--- src/sv/isa_pkg.sv ---
`timescale 1ns / 1ps
// ----------------------------------------------------------------------------
// isa_pkg
// Shared types and constants of the input selector with automatic search:
// phase codes, tick and result payloads, register indexes and defaults.
// ----------------------------------------------------------------------------
package isa_pkg;

    // Phase of the selector sequencer
    typedef enum logic [2:0] {
        PH_POWER  = 3'd0,
        PH_IDLE   = 3'd1,
        PH_SETTLE = 3'd2,
        PH_COUNT  = 3'd3,
        PH_PRESS  = 3'd4
    } t_phase;

    // One millisecond tick
    typedef struct packed {
        logic       button_level;
        logic       button_edge;
        logic       lock;
        logic [3:0] edge_count;
    } t_in_item;

    // One result per tick
    typedef struct packed {
        logic [4:0] relay_drive;
        logic       dac_enable;
        logic       searching;
        logic [2:0] selected_input;
    } t_out_item;

    // Configuration register set
    typedef struct packed {
        logic [2:0]  start_input;
        logic [15:0] long_press_units;
        logic [15:0] settle_ticks;
        logic [15:0] count_window_ticks;
        logic [3:0]  edge_threshold;
        logic [15:0] power_on_ticks;
    } t_cfg_regs;

    // Register indexes
    localparam logic [2:0] CFG_START_INPUT  = 3'd0;
    localparam logic [2:0] CFG_LONG_PRESS   = 3'd1;
    localparam logic [2:0] CFG_SETTLE       = 3'd2;
    localparam logic [2:0] CFG_COUNT_WINDOW = 3'd3;
    localparam logic [2:0] CFG_EDGE_THRESH  = 3'd4;
    localparam logic [2:0] CFG_POWER_ON     = 3'd5;

    // Register reset values
    localparam logic [2:0]  RST_START_INPUT  = 3'd0;
    localparam logic [15:0] RST_LONG_PRESS   = 16'd100;
    localparam logic [15:0] RST_SETTLE       = 16'd100;
    localparam logic [15:0] RST_COUNT_WINDOW = 16'd10;
    localparam logic [3:0]  RST_EDGE_THRESH  = 4'd10;
    localparam logic [15:0] RST_POWER_ON     = 16'd1000;

    // Ticks per press sampling unit
    localparam logic [15:0] PRESS_UNIT_TICKS = 16'd5;
    localparam logic [15:0] COUNT_MAX        = 16'hFFFF;
    localparam logic [3:0]  PULSE_MAX        = 4'd15;
    localparam logic [4:0]  RELAY_ALL_OFF    = 5'h1F;

endpackage

--- src/sv/isa_core.sv ---
`timescale 1ns / 1ps
// ----------------------------------------------------------------------------
// isa_core
// Configuration registers, selector state and the one-tick update. The next
// result is formed combinationally from the tick and the current state.
// ----------------------------------------------------------------------------
module isa_core
    import isa_pkg::*;
#(
    parameter int INPUT_COUNT = 5
) (
    input  logic      i_clk,
    input  logic      i_rst_n,
    input  logic      i_step,
    input  t_in_item  i_item,
    input  logic      i_cfg_we,
    input  logic [2:0] i_cfg_idx,
    input  logic [15:0] i_cfg_data,
    output t_out_item o_result
);

    localparam logic [2:0] LAST_INPUT = 3'(INPUT_COUNT - 1);

    t_cfg_regs   r_cfg;
    t_phase      r_phase, n_phase;
    logic [2:0]  r_cur, n_cur;
    logic [2:0]  r_app, n_app;
    logic [15:0] r_wait, n_wait;
    logic [15:0] r_press, n_press;
    logic [3:0]  r_pulse, n_pulse;
    logic        r_cnt_on, n_cnt_on;
    logic        r_search, n_search;
    logic        r_dac, n_dac;

    logic [4:0]  w_sum;
    logic [15:0] w_wait_inc;
    logic [2:0]  w_cur_step;
    logic [7:0]  w_onehot;

    assign w_sum      = {1'b0, r_pulse} + {1'b0, i_item.edge_count};
    assign w_wait_inc = (r_wait == COUNT_MAX) ? r_wait : r_wait + 16'd1;
    assign w_cur_step = (r_cur >= LAST_INPUT) ? 3'd0 : r_cur + 3'd1;

    // Next state for one tick
    always_comb begin
        n_phase  = r_phase;
        n_cur    = r_cur;
        n_app    = r_app;
        n_wait   = r_wait;
        n_press  = r_press;
        n_pulse  = r_pulse;
        n_cnt_on = r_cnt_on;
        n_search = r_search;
        n_dac    = r_dac;

        // accumulate data edges, stop once above threshold
        if (r_cnt_on) begin
            n_pulse = (w_sum > {1'b0, PULSE_MAX}) ? PULSE_MAX : w_sum[3:0];
            if (n_pulse > r_cfg.edge_threshold) begin
                n_cnt_on = 1'b0;
            end
        end

        case (r_phase)
            PH_POWER: begin
                n_wait = w_wait_inc;
                if (w_wait_inc >= r_cfg.power_on_ticks) begin
                    n_dac   = 1'b1;
                    n_wait  = '0;
                    n_phase = PH_IDLE;
                end
            end
            PH_IDLE: begin
                if (i_item.button_level) begin
                    n_dac   = 1'b0;
                    n_press = '0;
                    n_wait  = '0;
                    n_phase = PH_PRESS;
                end
            end
            PH_SETTLE: begin
                if (i_item.button_edge) begin
                    n_cur  = w_cur_step;
                    n_wait = '0;
                    if (i_item.button_level) begin
                        n_dac   = 1'b0;
                        n_press = '0;
                        n_phase = PH_PRESS;
                    end else begin
                        n_cnt_on = 1'b0;
                        n_phase  = PH_SETTLE;
                    end
                end else begin
                    n_wait = w_wait_inc;
                    if (w_wait_inc >= r_cfg.settle_ticks) begin
                        n_wait = '0;
                        if (i_item.lock) begin
                            n_pulse  = '0;
                            n_cnt_on = 1'b1;
                            n_phase  = PH_COUNT;
                        end else begin
                            n_cur    = w_cur_step;
                            n_cnt_on = 1'b0;
                        end
                    end
                end
            end
            PH_COUNT: begin
                if (i_item.button_edge || (w_wait_inc >= r_cfg.count_window_ticks)) begin
                    // judge the counted input
                    n_cnt_on = 1'b0;
                    if (n_pulse > r_cfg.edge_threshold) begin
                        n_search = 1'b0;
                        n_dac    = 1'b1;
                        n_phase  = PH_IDLE;
                        n_wait   = i_item.button_edge ? r_wait : w_wait_inc;
                    end else begin
                        n_cur   = w_cur_step;
                        n_wait  = '0;
                        n_phase = PH_SETTLE;
                    end
                    if (i_item.button_edge && i_item.button_level) begin
                        n_dac   = 1'b0;
                        n_press = '0;
                        n_wait  = '0;
                        n_phase = PH_PRESS;
                    end
                end else begin
                    n_wait = w_wait_inc;
                end
            end
            PH_PRESS: begin
                n_wait = w_wait_inc;
                if (w_wait_inc >= PRESS_UNIT_TICKS) begin
                    n_wait  = '0;
                    n_press = (r_press == COUNT_MAX) ? r_press : r_press + 16'd1;
                    if (!i_item.button_level) begin
                        n_cur = w_cur_step;
                        if (n_press < r_cfg.long_press_units) begin
                            n_search = 1'b0;
                            n_cnt_on = 1'b0;
                            n_dac    = 1'b1;
                            n_phase  = PH_IDLE;
                        end else begin
                            n_search = 1'b1;
                            n_cnt_on = 1'b0;
                            n_phase  = PH_SETTLE;
                        end
                    end
                end
            end
            default: begin
                n_phase = PH_IDLE;
            end
        endcase

        // drive the relays to the new selection outside power-on and press
        if (n_phase != PH_POWER && n_phase != PH_PRESS && r_app != n_cur) begin
            n_app   = n_cur;
            n_pulse = '0;
        end
    end

    // Result of this tick
    always_comb begin
        w_onehot                = 8'd1 << n_app;
        o_result.relay_drive    = RELAY_ALL_OFF ^ w_onehot[4:0];
        o_result.dac_enable     = n_dac;
        o_result.searching      = n_search;
        o_result.selected_input = n_cur;
    end

    // State and configuration registers
    always_ff @(posedge i_clk) begin
        if (!i_rst_n) begin
            r_cfg.start_input        <= RST_START_INPUT;
            r_cfg.long_press_units   <= RST_LONG_PRESS;
            r_cfg.settle_ticks       <= RST_SETTLE;
            r_cfg.count_window_ticks <= RST_COUNT_WINDOW;
            r_cfg.edge_threshold     <= RST_EDGE_THRESH;
            r_cfg.power_on_ticks     <= RST_POWER_ON;
            r_phase  <= PH_POWER;
            r_cur    <= RST_START_INPUT;
            r_app    <= RST_START_INPUT;
            r_wait   <= '0;
            r_press  <= '0;
            r_pulse  <= '0;
            r_cnt_on <= 1'b0;
            r_search <= 1'b0;
            r_dac    <= 1'b0;
        end else if (i_cfg_we) begin
            case (i_cfg_idx)
                CFG_START_INPUT: begin
                    r_cfg.start_input <= i_cfg_data[2:0];
                    if (r_phase == PH_POWER) begin
                        r_cur <= i_cfg_data[2:0];
                        r_app <= i_cfg_data[2:0];
                    end
                end
                CFG_LONG_PRESS:   r_cfg.long_press_units   <= i_cfg_data;
                CFG_SETTLE:       r_cfg.settle_ticks       <= i_cfg_data;
                CFG_COUNT_WINDOW: r_cfg.count_window_ticks <= i_cfg_data;
                CFG_EDGE_THRESH:  r_cfg.edge_threshold     <= i_cfg_data[3:0];
                CFG_POWER_ON:     r_cfg.power_on_ticks     <= i_cfg_data;
                default: begin
                end
            endcase
        end else if (i_step) begin
            r_phase  <= n_phase;
            r_cur    <= n_cur;
            r_app    <= n_app;
            r_wait   <= n_wait;
            r_press  <= n_press;
            r_pulse  <= n_pulse;
            r_cnt_on <= n_cnt_on;
            r_search <= n_search;
            r_dac    <= n_dac;
        end
    end

endmodule

--- src/sv/isa_out_reg.sv ---
`timescale 1ns / 1ps
// ----------------------------------------------------------------------------
// isa_out_reg
// Result register of the output channel. Takes a new result whenever it is
// empty or its current result transfers in the same cycle.
// ----------------------------------------------------------------------------
module isa_out_reg
    import isa_pkg::*;
(
    input  logic      i_clk,
    input  logic      i_rst_n,
    input  logic      i_load,
    input  t_out_item i_data,
    output logic      o_can_load,
    output logic      o_valid,
    input  logic      i_ready,
    output t_out_item o_data
);

    logic      r_valid;
    t_out_item r_data;

    assign o_can_load = !r_valid || i_ready;
    assign o_valid    = r_valid;
    assign o_data     = r_data;

    // Hold the result until it transfers
    always_ff @(posedge i_clk) begin
        if (!i_rst_n) begin
            r_valid <= 1'b0;
        end else if (i_load) begin
            r_valid <= 1'b1;
        end else if (i_ready) begin
            r_valid <= 1'b0;
        end
    end

    // Load payload
    always_ff @(posedge i_clk) begin
        if (i_load) begin
            r_data <= i_data;
        end
    end

endmodule

--- src/sv/input_selector_autosearch.sv ---
`timescale 1ns / 1ps
// ----------------------------------------------------------------------------
// input_selector_autosearch
// Input selector with automatic signal search, stepped by millisecond ticks.
//
// Each tick transfers on the input channel (i_in_valid / o_in_ready) with the
// button level, press edge, receiver lock and data edge count. Every tick
// yields one result on the output channel (o_out_valid / i_out_ready): the
// active-low one-hot relay drive, DAC enable, search flag and selection.
// The result is registered: it appears in the result register on the
// clock after the tick transfers. Throughput is one tick per cycle while
// results are taken; the update is a single pass of counters and compares
// between the state registers and the result register.
// A stalled receiver holds the result; a new tick is still taken in the
// cycle where the held result transfers. Ticks stop only while a result
// waits and is not taken.
// Reset restores the register defaults and enters the power-on wait with the
// start input selected. Configuration writes (i_cfg_we, i_cfg_idx,
// i_cfg_data) take effect at once; unknown indexes are ignored.
// ----------------------------------------------------------------------------
module input_selector_autosearch
    import isa_pkg::*;
#(
    parameter int INPUT_COUNT = 5
) (
    input  logic        i_clk,
    input  logic        i_rst_n,
    input  logic        i_in_valid,
    output logic        o_in_ready,
    input  t_in_item    i_in_item,
    output logic        o_out_valid,
    input  logic        i_out_ready,
    output t_out_item   o_out_item,
    input  logic        i_cfg_we,
    input  logic [2:0]  i_cfg_idx,
    input  logic [15:0] i_cfg_data
);

    logic      w_accept;
    logic      w_can_load;
    t_out_item w_result;

    assign o_in_ready = w_can_load;
    assign w_accept   = i_in_valid && w_can_load;

    // Tick update and configuration
    isa_core #(
        .INPUT_COUNT(INPUT_COUNT)
    ) u_core (
        .i_clk      (i_clk),
        .i_rst_n    (i_rst_n),
        .i_step     (w_accept),
        .i_item     (i_in_item),
        .i_cfg_we   (i_cfg_we),
        .i_cfg_idx  (i_cfg_idx),
        .i_cfg_data (i_cfg_data),
        .o_result   (w_result)
    );

    // Result register
    isa_out_reg u_out (
        .i_clk      (i_clk),
        .i_rst_n    (i_rst_n),
        .i_load     (w_accept),
        .i_data     (w_result),
        .o_can_load (w_can_load),
        .o_valid    (o_out_valid),
        .i_ready    (i_out_ready),
        .o_data     (o_out_item)
    );

endmodule

--- config.mk ---
export PLATFORM = sky130hd
export DESIGN_NAME = input_selector_autosearch
export DESIGN_NICKNAME = d
export VERILOG_FILES = /design/src/sv/isa_pkg.sv /design/src/sv/isa_core.sv /design/src/sv/isa_out_reg.sv /design/src/sv/input_selector_autosearch.sv
export SDC_FILE = /design/constraint.sdc
export NUM_CORES = 1
export LEC_CHECK = 0
export ABC_AREA = 1
export BUFFER_PORTS_ARGS = -buffer_cell sky130_fd_sc_hd__buf_2
export CAP_MARGIN = 20
export CORE_MARGIN = 5
export CORE_UTILIZATION = 46
export CTS_BUF_LIST = sky130_fd_sc_hd__clkbuf_4 sky130_fd_sc_hd__clkbuf_8
export CTS_CLUSTER_SIZE = 14
export DETAILED_ROUTE_END_ITERATION = 16
export PLACE_DENSITY_LB_ADDON = 0.25
export SLEW_MARGIN = 40
export SYNTH_ARGS = -nofsm -noshare
export SYNTH_HDL_FRONTEND = slang
export SYNTH_SLANG_ARGS = --single-unit
--- constraint.sdc ---
create_clock -name i_clk -period 5.47 [get_ports i_clk]
set_input_delay 0.547 -clock i_clk [delete_from_list [all_inputs] [get_ports i_clk]]
set_output_delay 0.547 -clock i_clk [all_outputs]
set_load 0.01 [all_outputs]
# Word level (Yosys, flattened, before mapping)
# Cells that the tools add are included.
[totals] word_cells=160 mem_count=0 ramBits=0 ff_bits=127 romBits=0 latchBits=0 output_inout_bits=12
[op_classes] eq_ne=21 mux=81 magnitude_cmp=9 n_bitwise=2 n_div=0 n_mul=0 n_reduce_logical=23 n_addsub=4 shifts=1
[ops] cell="$mux 16" n=16
[ops] cell="$pmux 16 s5" n=1
[ops] cell="$mux 3" n=25
[ops] cell="$pmux 16 s4" n=1
[ops] cell="$ge 16x16->1" n=3
[ops] cell="$add 16x1->16 const B" n=2
[ops] cell="$eq 16x16->1 const B" n=2
[ops] cell="$mux 4" n=7
[ops] cell="$mux 1" n=24
[ops] cell="$ge 16x3->1 const B" n=1
[ops] cell="$lt 16x16->1" n=1
[ops] cell="$pmux 3 s5" n=1
[ops] cell="$eq 3x2->1 const B" n=4
[ops] cell="$reduce_and 2->1" n=6
[ops] cell="$ne 2x1->1 const B" n=5
[ops] cell="$eq 3x3->1 const B" n=3
[ops] cell="$pmux 3 s3" n=1
[ops] cell="$gt 4x4->1" n=2
[ops] cell="$reduce_and 7->1" n=1
[ops] cell="$eq 3x1->1 const B" n=2
[ops] cell="$logic_not 3->1" n=2
[ops] cell="$add 4x4->5" n=1
[ops] cell="$gt 5x4->1 const B" n=1
[ops] cell="$ne 5x5->1 const B" n=1
[ops] cell="21 further kinds" n=28

# Longest topological paths before layout
[logic_depth] depth_word=15 ltp_mapped=29 mapped_depth_nobuf=29

# Cells and area by module
# Synthesis repeated with hierarchy kept, for this count alone.
[unflattened] hier_cells=1145 hier_area_um2=8142.8
[modules_own_cells] mod="isa_core" n_inst=1 cells_each=1127 area_each_um2=7788.7
[modules_own_cells] mod="isa_out_reg" n_inst=1 cells_each=16 area_each_um2=346.6
[modules_own_cells] mod="input_selector_autosearch" n_inst=1 cells_each=2 area_each_um2=7.5

# Worst setup path before layout
# Ideal clock, no wire load.
[synth_path] path_kind="input -> register" from="input i_in_item[0] in the netlist's numbering" to="register u_out.r_data (netlist bit u_out.o_data[5]), data pin" n_path_buf=0 arrival_time_ps=3378 cell_stages=22 slack_ps=1836 cell_sequence="ha_1 > fa_1 > nand3_1 > and2_1 > inv_1 > or2_2 > nand2_1 > nand2_1 > ha_1 > inv_1 > nor2_1 > o21ai_0 > nand2_1 > nand2_1 > nand2_1 > nand3_1 > nand3_1 > nand3b_4 > nor2_8 > nand2_2 > a21oi_2 > nand2_1"
[synth_lines] item="from (decl)" line_no="input_selector_autosearch.sv:30" rtl="input t_in_item i_in_item,"
[synth_lines] item="to (signal assigned)" line_no="isa_out_reg.sv:41" rtl="r_data <= i_data;"
[synth_lines] item="to (decl)" line_no="isa_out_reg.sv:21" rtl="t_out_item r_data;"

==> reports/results.ini <==
[global_routing]
antenna_found_initial=0
grt_max_degree=75
grt_usage_pct=20.89
overflow=0
grt_pass1_vias=6906
grt_first_pass_wirelength_mm=34.61

[pwr]
p_per_area_nw_per_um2=253.4
switching_power_uw=678.4
p_clk_share_pct=41.4
p_int_mw=1.654
vdd_drop_max_uv=170.5
swShare_pct=29.08
power_frac_comb_pct=15.8
power_leakage_nw=4.312
power_frac_seq_pct=42.8

[placement]
place.gp.congestion=0.9189
placement.io_buffers=42
dp.cells=1439
hpwl_mm=16.16

[worst_setup_path]
worstPathArrival_ns=4.48
critPathKind=flop to flop
endpoint_kind=flop
crit_top_cell=nand2_1
rr_worst_depth=21
cp_max_fo=21
crit_buf_inv=3
cp.required_ns=5.69
worstReg2RegStart=u_core.r_wait[0]
crit_slowest_cell=nand4_1
crit_cells=21
critPathLaunchType=flop
max_stage_delay_ns=0.46
critPathTopFamily=simple AND/OR/NAND/NOR gates
crit_chain=ha_1 -> inv_1 -> nor2_4 -> nand2_4 -> inv_2 -> nand2_4 -> nand2_1 -> ha_1 -> a21oi_1 -> or2_2 -> nand2_1 -> a21oi_1 -> nand4_1 -> o211ai_1 -> nand2_1 -> inv_1 -> nand2_4 -> nor2_8 -> nand2_2 -> a21oi_2 -> nand2_1
r2r_end=u_out.o_data[5]
rrSetupSlack_ns=1.21

[clock_tree]
path_clk_slew_ns=0.08
clock-sinks=127
cts_tree=built
cts_buffers=17
cts_resized=0
clk_latency_ns=0.47
cts_setup_buffers=0
cts_buffer_depth=2
holdBufCountCts=0
htree_levels=4
cts_root_buf=clkbuf_8

[timing]
fmax_mhz=235.0
rsz0062_at_grt=no
setup_violations=0
final_period_minus_worst_setup_slack_ns=4.255
period_share_pct=77.79
finalSetupTns_ns=0
hold_viol=0
maxSlewHeadroom_pct=46.81
skew_ns=0.007828
tightest_slew_ns=0.7956
slew_violations=0

[final_layout]
syn2layout_area_growth_pct=10.09
num-fill-cells=1792
instances_no_fill=1471
diodes=0
nNetsFinal=1340
drive_gt1_share_pct=10.63

[route]
wire_per_inst_um=14.64
ant_nets=0
num_vias=7728
routed_wl_mm=21.54
first_pass_iters=6
drc=0
drtIter0Drc=645
vias_per_cell=5.254

[synth]
synth.yosys.seq_area_share_pct=31.61
avgSynthCellArea_sq_um=6.990
synthCells=1196
synth_edf_count=10
yosys.area.top_type=dfxtp_1
syn_nets=1307
synthesis.area_sq_um=8361
synth-seq-cells=127
synth_area_leaders=dfxtp_1, ha_1, nand2_1, a21oi_1, inv_1
synthFlopType=dfxtp_1
ys_warn_count=0
synth_top_area_share_pct=28.02
synthArstFlopShare_pct=0
ys_types=46

[floorplan]
initial_utilization_pct=46.70
core_sq_um=17900
fp.dieH_um=144.8
die_w_um=144.8
ios=43
die_area_sq_um=20970
rows=49

[worst_hold_path]
hold_path_class=input pin to flop
whs_path_depth=3
worstHoldEndpoint=u_core.r_cfg[57]
hp-start=i_cfg_data[5]

[run]
drv_cap=0

[outcome]
status=finished, final reports clean

layout make-up:
type                       count  area [sq um]  share of cell area (%)
multi-input combinational    851          4878                   53.00
sequential                   127          2643                   28.71
inverter                     187         701.9                   7.626
tap                          229         286.5                   3.113
clock buffer                  18         247.7                   2.692
timing repair buffer          45         232.7                   2.529
clock inverter                14         214.0                   2.325
layer usage:
metal / vias to the layer above / wire, um / global-route usage, %
li1: 4043 / - / -
met1: 3475 / 10250 / 28.03
met2: 174 / 10060 / 34.54
met3: 36 / 885 / 3.516
met4: 0 / 337 / 6.235
met5: - / 0 / 0
cell usage after synthesis (2+ instances only):
library cell    n
nand2_1       233
inv_1         178
a21oi_1       139
dfxtp_1       117
o21ai_0       103
nor2_1         88
ha_1           79
nand3_1        58
clkbuf_1       24
o211ai_1       20
nand4_1        19
a211oi_1       17
nor3_1         16
xor2_1         14
edfxtp_1       10
nand2_2         9
nor2_2          9
inv_2           6
nor2_4          6
a21oi_2         5
nand2_4         4
nand3_2         4
a221oi_1        3
buf_2           3
buf_6           3
clkinv_1        3
a21boi_0        2
a31oi_1         2
nor4_1          2
o21ai_1         2
o21ai_2         2
or2_2           2
worst min-delay path: stages:
cell,delay (ns)
buf_2,0.11
nand2_1,0.05
o211ai_1,0.06
worst max-delay path by stage:
stage                     startpoint  slack [ns]                end
global placement        i_in_item[0]        1.25   u_core.r_wait[3]
CTS                 u_core.r_wait[0]        1.22    u_out.o_data[5]
floorplan               i_in_item[0]        1.84    u_out.o_data[5]
finish              u_core.r_wait[0]        1.21    u_out.o_data[5]
global route        u_core.r_wait[0]        0.83  u_core.r_pulse[0]
detailed placement      i_in_item[0]        1.16   u_core.r_wait[1]
power by group through the flow:
stage / Combinational (mW) / Clock [mW] / Sequential, mW
3_3_place_gp: 0.360 / 0 / 1.02
2_1_floorplan: 0.260 / 0 / 1.02
4_1_cts: 0.368 / 0.975 / 0.999
5_1_grt: 0.420 / 1.02 / 1.00
6_report: 0.368 / 0.965 / 0.999
3_5_place_dp: 0.365 / 0 / 1.02
sequential cells by signal, indices dropped and copies added, names as in the netlist:
register and cells:
u_out.o_data 10, u_core.r_cfg 68, u_core.r_phase 3, u_core.r_search 1, u_core.r_press 16, u_core.r_wait 16, u_core.r_cur 3, u_core.r_dac 1
u_out.o_valid 1, u_core.r_cnt_on 1, u_core.r_app 3, u_core.r_pulse 4
cell usage in the layout (no fill, tap or decap), types with 6 or more instances in the layout:
cell / count
nand2_2: 10
edfxtp_1: 10
o21ai_0: 103
clkbuf_8: 18
nor2_4: 6
a211oi_1: 17
a21oi_1: 139
nor3_1: 16
o211ai_1: 20
nand4_1: 19
buf_2: 42
nand2_1: 232
dfxtp_1: 117
nand3_1: 58
ha_1: 79
xor2_1: 14
inv_2: 6
inv_1: 177
nor2_1: 87
nor2_2: 10
per-stage QoR:
stage	area, sq um	utilization (%)	hold WS, ns	power, mW	worst slack (ns)
after global placement	8737	48.80	0.4480	1.380	1.246
after global routing	9204	51.41	0.3534	2.439	0.8281
final	9204	51.41	0.3444	2.333	1.215
after CTS	9204	51.41	0.3240	2.342	1.224
after floorplan	8361	-	0.4353	1.278	1.836
after detailed placement	8742	48.83	0.4537	1.386	1.158
cell families (layout without fill, tap and decap cells):
logic type / after synthesis / in the layout / synth area share (%)
xor gates and xnor gates: 15 / 15 / 1.571
and+or+nand+nor: 455 / 455 / 24.60
adders and majority gates: 80 / 80 / 12.06
buffers and inverters: 218 / 264 / 10.10
DFF: 127 / 127 / 31.61
AOI/OAI and AO/OA: 301 / 301 / 20.05
No activity file was read; power rests on OpenSTA's default activity.
